File: src/rtl/rrts_pkg.sv
// Package for the round-robin thread scheduler: command, status and run-state codes.
// No dependencies.
`default_nettype none
package rrts_pkg;
  typedef enum logic [2:0] {
    MODE_TICK   = 3'd0,
    MODE_SPAWN  = 3'd1,
    MODE_TERM   = 3'd2,
    MODE_BLOCK  = 3'd3,
    MODE_RESUME = 3'd4,
    MODE_SLEEP  = 3'd5,
    MODE_QUERY  = 3'd6,
    MODE_NOP    = 3'd7
  } mode_e;

  typedef enum logic [1:0] {
    STAT_OK       = 2'd0,
    STAT_NO_FREE  = 2'd1,
    STAT_NO_THR   = 2'd2,
    STAT_MAIN_SLP = 2'd3
  } status_e;

  typedef enum logic [1:0] {
    RS_READY   = 2'd0,
    RS_RUNNING = 2'd1,
    RS_BLOCKED = 2'd2
  } run_state_e;

  localparam logic [31:0] QuantaMax = 32'hFFFF_FFFF;
endpackage
`default_nettype wire

File: src/rtl/rrts_sat_inc.sv
// Shared saturating 32-bit incrementer / adder with a <= compare, used by the sequencer.
// Depends on rrts_pkg.
`default_nettype none
module rrts_sat_inc
  import rrts_pkg::*;
(
  input  wire logic [31:0] a_i,
  input  wire logic [31:0] b_i,
  output logic      [31:0] sum_o,
  output logic             le_o
);
  logic [32:0] sum_w;
  assign sum_w = {1'b0, a_i} + {1'b0, b_i};
  assign sum_o = sum_w[32] ? QuantaMax : sum_w[31:0];
  // a <= b
  assign le_o  = (a_i <= b_i);
endmodule
`default_nettype wire

File: src/rtl/round_robin_thread_scheduler.sv
// Round-robin thread scheduler: one command in, one result out.
// Queue removal, the free-id search and the wake scan each visit one slot a cycle; the sleep
// deadline, the quanta bump on a switch and the wake compare share one adder/compare.
// A new command is taken only after the result of the last one has been transferred.
// Not ready with a command in flight or a result waiting; the result holds until transferred.
// Reset (async, active low): thread 0 running, queue empty, global count one.
`default_nettype none
module round_robin_thread_scheduler
  import rrts_pkg::*;
#(
  parameter int MAX_THREADS = 16
) (
  input  wire logic        clk_i,
  input  wire logic        rst_ni,
  input  wire logic        in_valid_i,
  output logic             in_stall_o,
  input  wire logic [2:0]  mode_i,
  input  wire logic [3:0]  thread_id_i,
  input  wire logic [15:0] sleep_quanta_i,
  output logic             out_valid_o,
  input  wire logic        out_stall_i,
  output logic [1:0]       status_o,
  output logic [31:0]      result_value_o,
  output logic [3:0]       running_thread_o,
  output logic             running_valid_o,
  output logic [31:0]      total_quanta_o
);
  localparam int IW = $clog2(MAX_THREADS);
  localparam int CW = $clog2(MAX_THREADS + 1);
  localparam logic [CW-1:0] CntMax = CW'(MAX_THREADS);
  localparam logic [IW-1:0] IdxLast = IW'(MAX_THREADS - 1);
  localparam logic [CW:0]   SlotWrap = (CW+1)'(MAX_THREADS);

  // sequencer codes
  localparam logic [2:0] S_IDLE = 3'd0;
  localparam logic [2:0] S_DEC  = 3'd1;
  localparam logic [2:0] S_SRCH = 3'd2;
  localparam logic [2:0] S_RMV  = 3'd3;
  localparam logic [2:0] S_SW   = 3'd4;
  localparam logic [2:0] S_WAKE = 3'd5;
  localparam logic [2:0] S_DONE = 3'd6;

  logic [2:0] state_q, state_d;

  logic [MAX_THREADS-1:0] used_q, blk_q, slp_q;
  logic [1:0]             rs_q [MAX_THREADS];
  logic [31:0]            dl_q [MAX_THREADS];
  logic [31:0]            ptq_q [MAX_THREADS];
  logic [IW-1:0]          fifo_q [MAX_THREADS];
  logic [IW-1:0]          head_q;
  logic [CW-1:0]          cnt_q;
  logic [IW-1:0]          cur_q;
  logic                   curv_q;
  logic [31:0]            gq_q;

  // command latch
  logic [2:0]    mode_q;
  logic [IW-1:0] tid_q;
  logic          tid_ok_q;
  logic [15:0]   slpq_q;
  // scan state
  logic [CW-1:0] k_q;
  logic [CW-1:0] kept_q;
  logic [IW-1:0] rm_q;

  // result register
  logic          ov_q;
  logic [1:0]    st_q;
  logic [31:0]   val_q;

  // shared adder/compare
  logic [31:0] alu_a, alu_b, alu_s;
  logic        alu_le;
  rrts_sat_inc u_alu (.a_i(alu_a), .b_i(alu_b), .sum_o(alu_s), .le_o(alu_le));

  logic [IW-1:0] k_idx;
  assign k_idx = k_q[IW-1:0];

  // queue slot at offset o from h; h + o stays below twice the slot count
  function automatic logic [IW-1:0] fidx(input logic [IW-1:0] h, input logic [CW-1:0] o);
    logic [CW:0] s;
    s = {{(CW+1-IW){1'b0}}, h} + {1'b0, o};
    if (s >= SlotWrap) s = s - SlotWrap;
    return s[IW-1:0];
  endfunction

  logic accept;
  assign in_stall_o = (state_q != S_IDLE) || ov_q;
  assign accept = in_valid_i && !in_stall_o;

  // alu operand select
  always_comb begin
    alu_a = 32'd1;
    alu_b = gq_q;
    unique case (state_q)
      S_DEC: begin
        alu_a = {16'd0, slpq_q};
        alu_b = gq_q;
      end
      S_SW: begin
        alu_a = 32'd1;
        alu_b = (cnt_q != '0) ? ptq_q[fifo_q[head_q]] : ptq_q[cur_q];
      end
      S_WAKE: begin
        alu_a = dl_q[k_idx];
        alu_b = gq_q;
      end
      default: ;
    endcase
  end

  // sat inc of global for S_SW second use: do it separately (cheap 32-bit)
  logic [31:0] gq_inc;
  assign gq_inc = (gq_q == QuantaMax) ? gq_q : gq_q + 32'd1;

  always_ff @(posedge clk_i or negedge rst_ni) begin
    if (!rst_ni) begin
      state_q  <= S_IDLE;
      used_q   <= MAX_THREADS'(1);
      blk_q    <= '0;
      slp_q    <= '0;
      for (int i = 0; i < MAX_THREADS; i++) rs_q[i] <= RS_READY;
      rs_q[0]  <= RS_RUNNING;
      ptq_q[0] <= 32'd1;
      head_q   <= '0;
      cnt_q    <= '0;
      cur_q    <= '0;
      curv_q   <= 1'b1;
      gq_q     <= 32'd1;
      ov_q     <= 1'b0;
    end else begin
      if (ov_q && !out_stall_i) ov_q <= 1'b0;
      unique case (state_q)
        S_IDLE: begin
          if (accept) begin
            mode_q   <= mode_i;
            tid_q    <= IW'(thread_id_i);
            tid_ok_q <= (32'(thread_id_i) < 32'(MAX_THREADS));
            slpq_q   <= sleep_quanta_i;
            st_q     <= STAT_OK;
            val_q    <= '0;
            k_q      <= '0;
            kept_q   <= '0;
            state_q  <= S_DEC;
          end
        end
        S_DEC: begin
          state_q <= S_DONE;
          unique case (mode_q) inside
            MODE_TICK: state_q <= S_SW;
            MODE_SPAWN: begin
              st_q    <= STAT_NO_FREE;
              state_q <= S_SRCH;
            end
            MODE_TERM, MODE_BLOCK, MODE_RESUME, MODE_QUERY: begin
              if (!tid_ok_q || !used_q[tid_q]) begin
                st_q <= STAT_NO_THR;
              end else if (mode_q == MODE_QUERY) begin
                val_q <= ptq_q[tid_q];
              end else if (mode_q == MODE_RESUME) begin
                blk_q[tid_q] <= 1'b0;
                if (rs_q[tid_q] == RS_BLOCKED && !slp_q[tid_q]) begin
                  rs_q[tid_q] <= RS_READY;
                  if (cnt_q < CntMax) begin
                    fifo_q[fidx(head_q, cnt_q)] <= tid_q;
                    cnt_q <= cnt_q + 1'b1;
                  end
                end
              end else if (mode_q == MODE_BLOCK) begin
                blk_q[tid_q] <= 1'b1;
                if (rs_q[tid_q] == RS_RUNNING) begin
                  rs_q[tid_q] <= RS_BLOCKED;
                  state_q <= S_SW;
                end else if (rs_q[tid_q] == RS_READY) begin
                  rs_q[tid_q] <= RS_BLOCKED;
                  rm_q    <= tid_q;
                  state_q <= S_RMV;
                end
              end else begin
                used_q[tid_q] <= 1'b0;
                blk_q[tid_q]  <= 1'b0;
                slp_q[tid_q]  <= 1'b0;
                rs_q[tid_q]   <= RS_READY;
                if (rs_q[tid_q] == RS_RUNNING) begin
                  curv_q  <= 1'b0;
                  cur_q   <= '0;
                  state_q <= S_SW;
                end else if (rs_q[tid_q] == RS_READY) begin
                  rm_q    <= tid_q;
                  state_q <= S_RMV;
                end
              end
            end
            MODE_SLEEP: begin
              if (!curv_q) begin
                st_q <= STAT_NO_THR;
              end else if (cur_q == '0) begin
                st_q <= STAT_MAIN_SLP;
              end else begin
                slp_q[cur_q] <= 1'b1;
                dl_q[cur_q]  <= alu_s;
                rs_q[cur_q]  <= RS_BLOCKED;
                state_q      <= S_SW;
              end
            end
            default: ;
          endcase
        end
        S_SRCH: begin
          // one slot a cycle, lowest free id first
          if (!used_q[k_idx]) begin
            used_q[k_idx] <= 1'b1;
            rs_q[k_idx]   <= RS_READY;
            blk_q[k_idx]  <= 1'b0;
            slp_q[k_idx]  <= 1'b0;
            ptq_q[k_idx]  <= '0;
            if (cnt_q < CntMax) begin
              fifo_q[fidx(head_q, cnt_q)] <= k_idx;
              cnt_q <= cnt_q + 1'b1;
            end
            st_q    <= STAT_OK;
            val_q   <= 32'(k_idx);
            state_q <= S_DONE;
          end else if (k_idx == IdxLast) begin
            state_q <= S_DONE;
          end
          k_q <= k_q + 1'b1;
        end
        S_RMV: begin
          // compact queue in place, one entry a cycle
          if (k_q == cnt_q) begin
            cnt_q   <= kept_q;
            state_q <= S_DONE;
          end else begin
            if (fifo_q[fidx(head_q, k_q)] != rm_q) begin
              fifo_q[fidx(head_q, kept_q)] <= fifo_q[fidx(head_q, k_q)];
              kept_q <= kept_q + 1'b1;
            end
            k_q <= k_q + 1'b1;
          end
        end
        S_SW: begin
          // requeue, pop and count in one step; global bump too
          if (curv_q && rs_q[cur_q] == RS_RUNNING) begin
            rs_q[cur_q] <= RS_READY;
            if (cnt_q == '0) begin
              // requeued thread is popped right back
              ptq_q[cur_q] <= alu_s;
              rs_q[cur_q]  <= RS_RUNNING;
            end else begin
              fifo_q[fidx(head_q, cnt_q)] <= cur_q;
              cur_q <= fifo_q[head_q];
              rs_q[fifo_q[head_q]]  <= RS_RUNNING;
              ptq_q[fifo_q[head_q]] <= alu_s;
              head_q <= fidx(head_q, CW'(1));
            end
          end else if (cnt_q != '0) begin
            cur_q  <= fifo_q[head_q];
            curv_q <= 1'b1;
            rs_q[fifo_q[head_q]]  <= RS_RUNNING;
            ptq_q[fifo_q[head_q]] <= alu_s;
            head_q <= fidx(head_q, CW'(1));
            cnt_q  <= cnt_q - 1'b1;
          end else begin
            curv_q <= 1'b0;
            cur_q  <= '0;
          end
          gq_q    <= gq_inc;
          k_q     <= '0;
          state_q <= S_WAKE;
        end
        S_WAKE: begin
          if (used_q[k_idx] && slp_q[k_idx] && alu_le) begin
            slp_q[k_idx] <= 1'b0;
            if (!blk_q[k_idx] && rs_q[k_idx] == RS_BLOCKED) begin
              rs_q[k_idx] <= RS_READY;
              if (cnt_q < CntMax) begin
                fifo_q[fidx(head_q, cnt_q)] <= k_idx;
                cnt_q <= cnt_q + 1'b1;
              end
            end
          end
          k_q <= k_q + 1'b1;
          if (k_idx == IdxLast) state_q <= S_DONE;
        end
        S_DONE: begin
          ov_q    <= 1'b1;
          state_q <= S_IDLE;
        end
        default: state_q <= S_IDLE;
      endcase
    end
  end

  assign out_valid_o      = ov_q;
  assign status_o         = st_q;
  assign result_value_o   = val_q;
  assign running_thread_o = curv_q ? 4'(cur_q) : 4'd0;
  assign running_valid_o  = curv_q;
  assign total_quanta_o   = gq_q;

  // no command accepted while one is in flight
  a_no_overlap: assert property (@(posedge clk_i) disable iff (!rst_ni)
    (state_q != S_IDLE) |-> in_stall_o) else $error("accept while busy");
  // a result only appears after the sequencer finishes
  a_done_out: assert property (@(posedge clk_i) disable iff (!rst_ni)
    $rose(ov_q) |-> ($past(state_q) == S_DONE)) else $error("spurious result");
  // queue never exceeds the slot count
  a_cnt: assert property (@(posedge clk_i) disable iff (!rst_ni)
    cnt_q <= CntMax) else $error("queue overflow");
  // global count never decreases
  a_gq: assert property (@(posedge clk_i) disable iff (!rst_ni)
    gq_q >= $past(gq_q)) else $error("global count went down");
endmodule
`default_nettype wire

File: config.mk
export PLATFORM = sky130hd
export DESIGN_NAME = round_robin_thread_scheduler
export DESIGN_NICKNAME = d
export VERILOG_FILES = /design/src/rtl/rrts_pkg.sv /design/src/rtl/rrts_sat_inc.sv /design/src/rtl/round_robin_thread_scheduler.sv
export SDC_FILE = /design/constraint.sdc
export NUM_CORES = 2
export LEC_CHECK = 0
export BUFFER_PORTS_ARGS = -buffer_cell sky130_fd_sc_hd__clkbuf_2
export CORE_MARGIN = 2
export CORE_UTILIZATION = 30
export CTS_CLUSTER_SIZE = 25
export DETAILED_ROUTE_END_ITERATION = 10
export SYNTH_ARGS = -nofsm -noshare
export SYNTH_HDL_FRONTEND = slang
export SYNTH_SLANG_ARGS = --single-unit
File: constraint.sdc
create_clock -name clk_i -period 8.6 [get_ports clk_i]
set_clock_uncertainty 0.1 [all_clocks]
set_input_delay 0.43 -clock clk_i [delete_from_list [all_inputs] [get_ports clk_i]]
set_output_delay 0.43 -clock clk_i [all_outputs]
set_load 0.02 [all_outputs]
==> results.tsv <==
stage	metric	value	unit
critical_path	startpoint_type	flop	
grt	grt_busiest_layer	met2	
critical_path	cp_max_fo	21	
synthesis	synth.largest_area_cell	edfxtp_1	
sta	tightest_slew	1.40	ns
critical_path	path_class	reg2reg	
critical_path	reg2regPathDepth	23	
clock_network	clockBufferDepth	3	
sta	final_max_slew_viol_count	0	
critical_path	cp_num_cells	23	
clock_network	htreeDepth	4	
synthesis	yosysWarnings	0	
critical_path	crit_path_start	head_q[0]	
floorplan	top_level_ports	100	
routing	routed-via-count	55600	
finish	utilization	34.6	%
hold_path	min_path_type	in2async	
synthesis	syn_inst	5481	
finish	final_cells	8853	
floorplan	floorplan.rows	179	
critical_path	crit_top_cell	buf_4	
power	p_leak	29.3	nW
power	worst_ir_drop_vdd	0.000354	V
placed_design	dpl.hpwl	180000	µm
floorplan	core	0.238	mm²
grt	grt_usage	23.1	%
synthesis	synth.avg_cell_area	13.1	µm²
synthesis	synth.area.mux_share	19.8	%
status	status	finished clean	
synthesis	yosys_most_used_dff	edfxtp_1	
sta	period_share	98.9	%
grt	overflow	0	
sta	max-slew-margin-rel	6.47	%
clock_network	cts_tree	yes	
routing	ant_nets	0	
clock_network	path_clk_slew	0.06	ns
floorplan	fp.dieW	494	µm
routing	vias_per_cell	6.28	
critical_path	crit_end	fifo_q[13][0]	
critical_path	cp_slowest_cell	nor2_4	
critical_path	slowest_delay	0.72	ns
routing	drt_pass1_iterations	7	
critical_path	timing.rr.end	fifo_q[13][0]	
floorplan	initial_utilization	30.2	%
routing	post-route-drc-count	0	
synthesis	synth_top_family_by_area	multiplexers	
synthesis	synth_edf_count	1127	
critical_path	cp_num_buf_inv	4	
sta	setup-violations-final	0	
placed_design	dp.cells	8552	
routing	routedWlPerCell	32.6	µm
synthesis	ys_seq_area_share	52.8	%
floorplan	dieArea	0.244	mm²
floorplan	die_h	494	µm
grt	grtUsageMet2	33.1	%
job	maxCapViolCount	0	
sta	fmaxAchievable	118	MHz
grt	grt_max_degree	130	
power	finalPower	0.0351	W
synthesis	ys_types	99	
finish	nFillCells	23000	
critical_path	rr_startpoint	head_q[0]	
synthesis	async_flop_share	12.5	%
clock_network	clk_latency	0.84	ns
sta	hold_violations	0	
synthesis	synth_top_area_share	47.0	%
clock_network	cts_made_buffers	147	
synthesis	synthXorXnorAreaFrac	1.02	%
sta	period_minus_slack	8.51	ns
finish	num-nets-final	5675	
critical_path	path_delay_family	simple AND/OR/NAND/NOR gates	
grt	grt_use_met1	30.3	%
grt	antenna_found_initial	19	
grt	use_met3	8.57	%
synthesis	synthAdderAreaFrac	1.57	%
clock_network	clock-root-buffer	clkbuf_16	
finish	drive_above_1_share	21.8	%
critical_path	cp.required	9.04	ns
sta	setup_tns	0	ns
critical_path	r2r_slack	0.09	ns
placed_design	portBuffers	99	
synthesis	yosys.area_share.simple	8.82	%
critical_path	end_kind	flop	
synthesis	yosys_register_bits	1293	
sta	rsz0062_at_grt	no	
routing	drt_iter0_markers	9527	
synthesis	synth-compound-area-share	12.9	%
grt	grt_pass1_wl	405000	µm
critical_path	crit_arrival	8.95	ns
routing	totalWireLength	289000	µm
power	p_per_area	426	mW/mm²
finish	syn_to_final_growth	14.5	%
placed_design	gp_congestion	0.970	
clock_network	cts_sinks	1293	
synthesis	synthesis.area	0.0720	mm²
synthesis	synth_area_leaders	edfxtp_1 47%, mux4_2 17%, dfrtp_1 5.5%, nand2_1 3.6%, a22o_1 3.6%	
critical_path	worstPathCellList	buf_4, mux4_2, mux2_2, nor3b_1, a31oi_4, nor2_4, buf_4, a32oi_1, nand4_1, nor2_1, a211o_1, ha_1, nor2_1, a221oi_1, a21oi_1, or4_1, o31ai_2, buf_4, nand4_1, and2_1, and3_1, nor4_1, buf_4	
grt	grt_pass1_vias	52800	
[how the worst min path moves through the flow]
stage | from | end | slack [ns]
final | rst_ni | used_q[11] | 0.03
after global routing | rst_ni | used_q[9] | 0.03
after CTS | rst_ni | used_q[11] | 0.001
after detailed placement | rst_ni | used_q[14] | 0.32
after global placement | rst_ni | used_q[14] | 0.32
after floorplan | rst_ni | asynchronous set/reset pin | 0.03
[what timing repair did]
| action | CTS | global route |
|---|---|---|
| hold buffers | 26 | 0 |
| setup buffers | 0 | 0 |
| endpoints found under the hold margin | 70 | 0 |
| gates resized for setup | 0 | 2 |
| endpoints found under the setup margin | 0 | 58 |
[cell usage in the layout (no fill, tap or decap), drive strengths merged, types with 26 or more instances in the layout]
master / count
a211o: 34
a211oi: 45
a21o: 44
a21oi: 169
a22o: 296
a32oi: 128
and2: 147
buf: 243
clkbuf: 290
clkinv: 62
conb: 32
dfrtp: 157
dlygate4sd3: 26
edfxtp: 1127
ha: 84
inv: 61
mux2i: 176
mux4: 550
nand2: 699
nand2b: 28
nand3: 60
nand4: 50
nor2: 251
nor2b: 27
nor3: 41
o21ai: 467
o22ai: 29
o31ai: 38
xnor2: 56
xor2: 27
[cell families (layout without fill, tap and decap cells)]
| family | Yosys count | in the layout |
|---|---|---|
| AOI/OAI and AO/OA | 1360 | 1360 |
| xor gates and xnor gates | 83 | 83 |
| adders and majority gates | 88 | 88 |
| buffers and inverters | 525 | 696 |
| DFF | 1293 | 1293 |
| muxes | 737 | 737 |
| other | 1 | 35 |
| and+or+nand+nor | 1394 | 1394 |
[cells in the mapped netlist (60+ instances only)]
cell type,n
a22o_1,296
nor2_1,242
clkbuf_1,287
mux4_2,550
a21oi_1,167
dfrtp_1,157
buf_2,111
a32oi_1,128
nand2_1,698
and2_1,146
mux2i_1,175
o21ai_0,440
edfxtp_1,1127
ha_1,84
nand3_1,60
[stage by stage]
step	cell area, µm²	hold WS [ns]	setup WS, ns
4_1_cts	82400	0.00113	0.192
3_3_place_gp	77300	0.316	0.262
5_1_grt	82400	0.0271	0.0348
2_1_floorplan	72100	0.0344	2.06
3_5_place_dp	77300	0.319	0.231
6_report	82400	0.0298	0.0904
[layout make-up]
type	instances	area [µm²]	share of cell area, %
antenna	3	7.51	0.00911
timing repair buffer	368	2830	3.43
clock inverter	81	891	1.08
clock buffer	191	3940	4.78
sequential	1293	38000	46.1
multi-input combinational	3694	32500	39.5
inverter	56	210	0.255
tap	3167	3960	4.81
[registers in the layout, indices dropped and copies added, names as in the netlist, 2 cells and up, named ones only]
register,cells
used_q,16
rs_q,16
slpq_q,16
ptq_q,512
mode_q,3
k_q,5
fifo_q,64
cur_q,4
slp_q,16
state_q,3
head_q,4
status_o,2
dl_q,512
tid_q,4
result_value_o,32
kept_q,5
cnt_q,5
rm_q,4
total_quanta_o,32
[report_power, final]
group | switching, W | internal [W]
logic | 0.0120 | 0.00611
clock network | 0.00275 | 0.00365
registers | 0.00137 | 0.00919
total | 0.0161 | 0.0190
[metal layers]
layer | share of wire (%) | up-vias | routed length, µm
li1 | - | 21900 | -
met1 | 37 | 28300 | 108000
met2 | 42 | 4496 | 122000
met3 | 14 | 957 | 41700
met4 | 5.8 | 14 | 16800
met5 | 0.055 | - | 159
No activity file was read; power rests on OpenSTA's default activity.
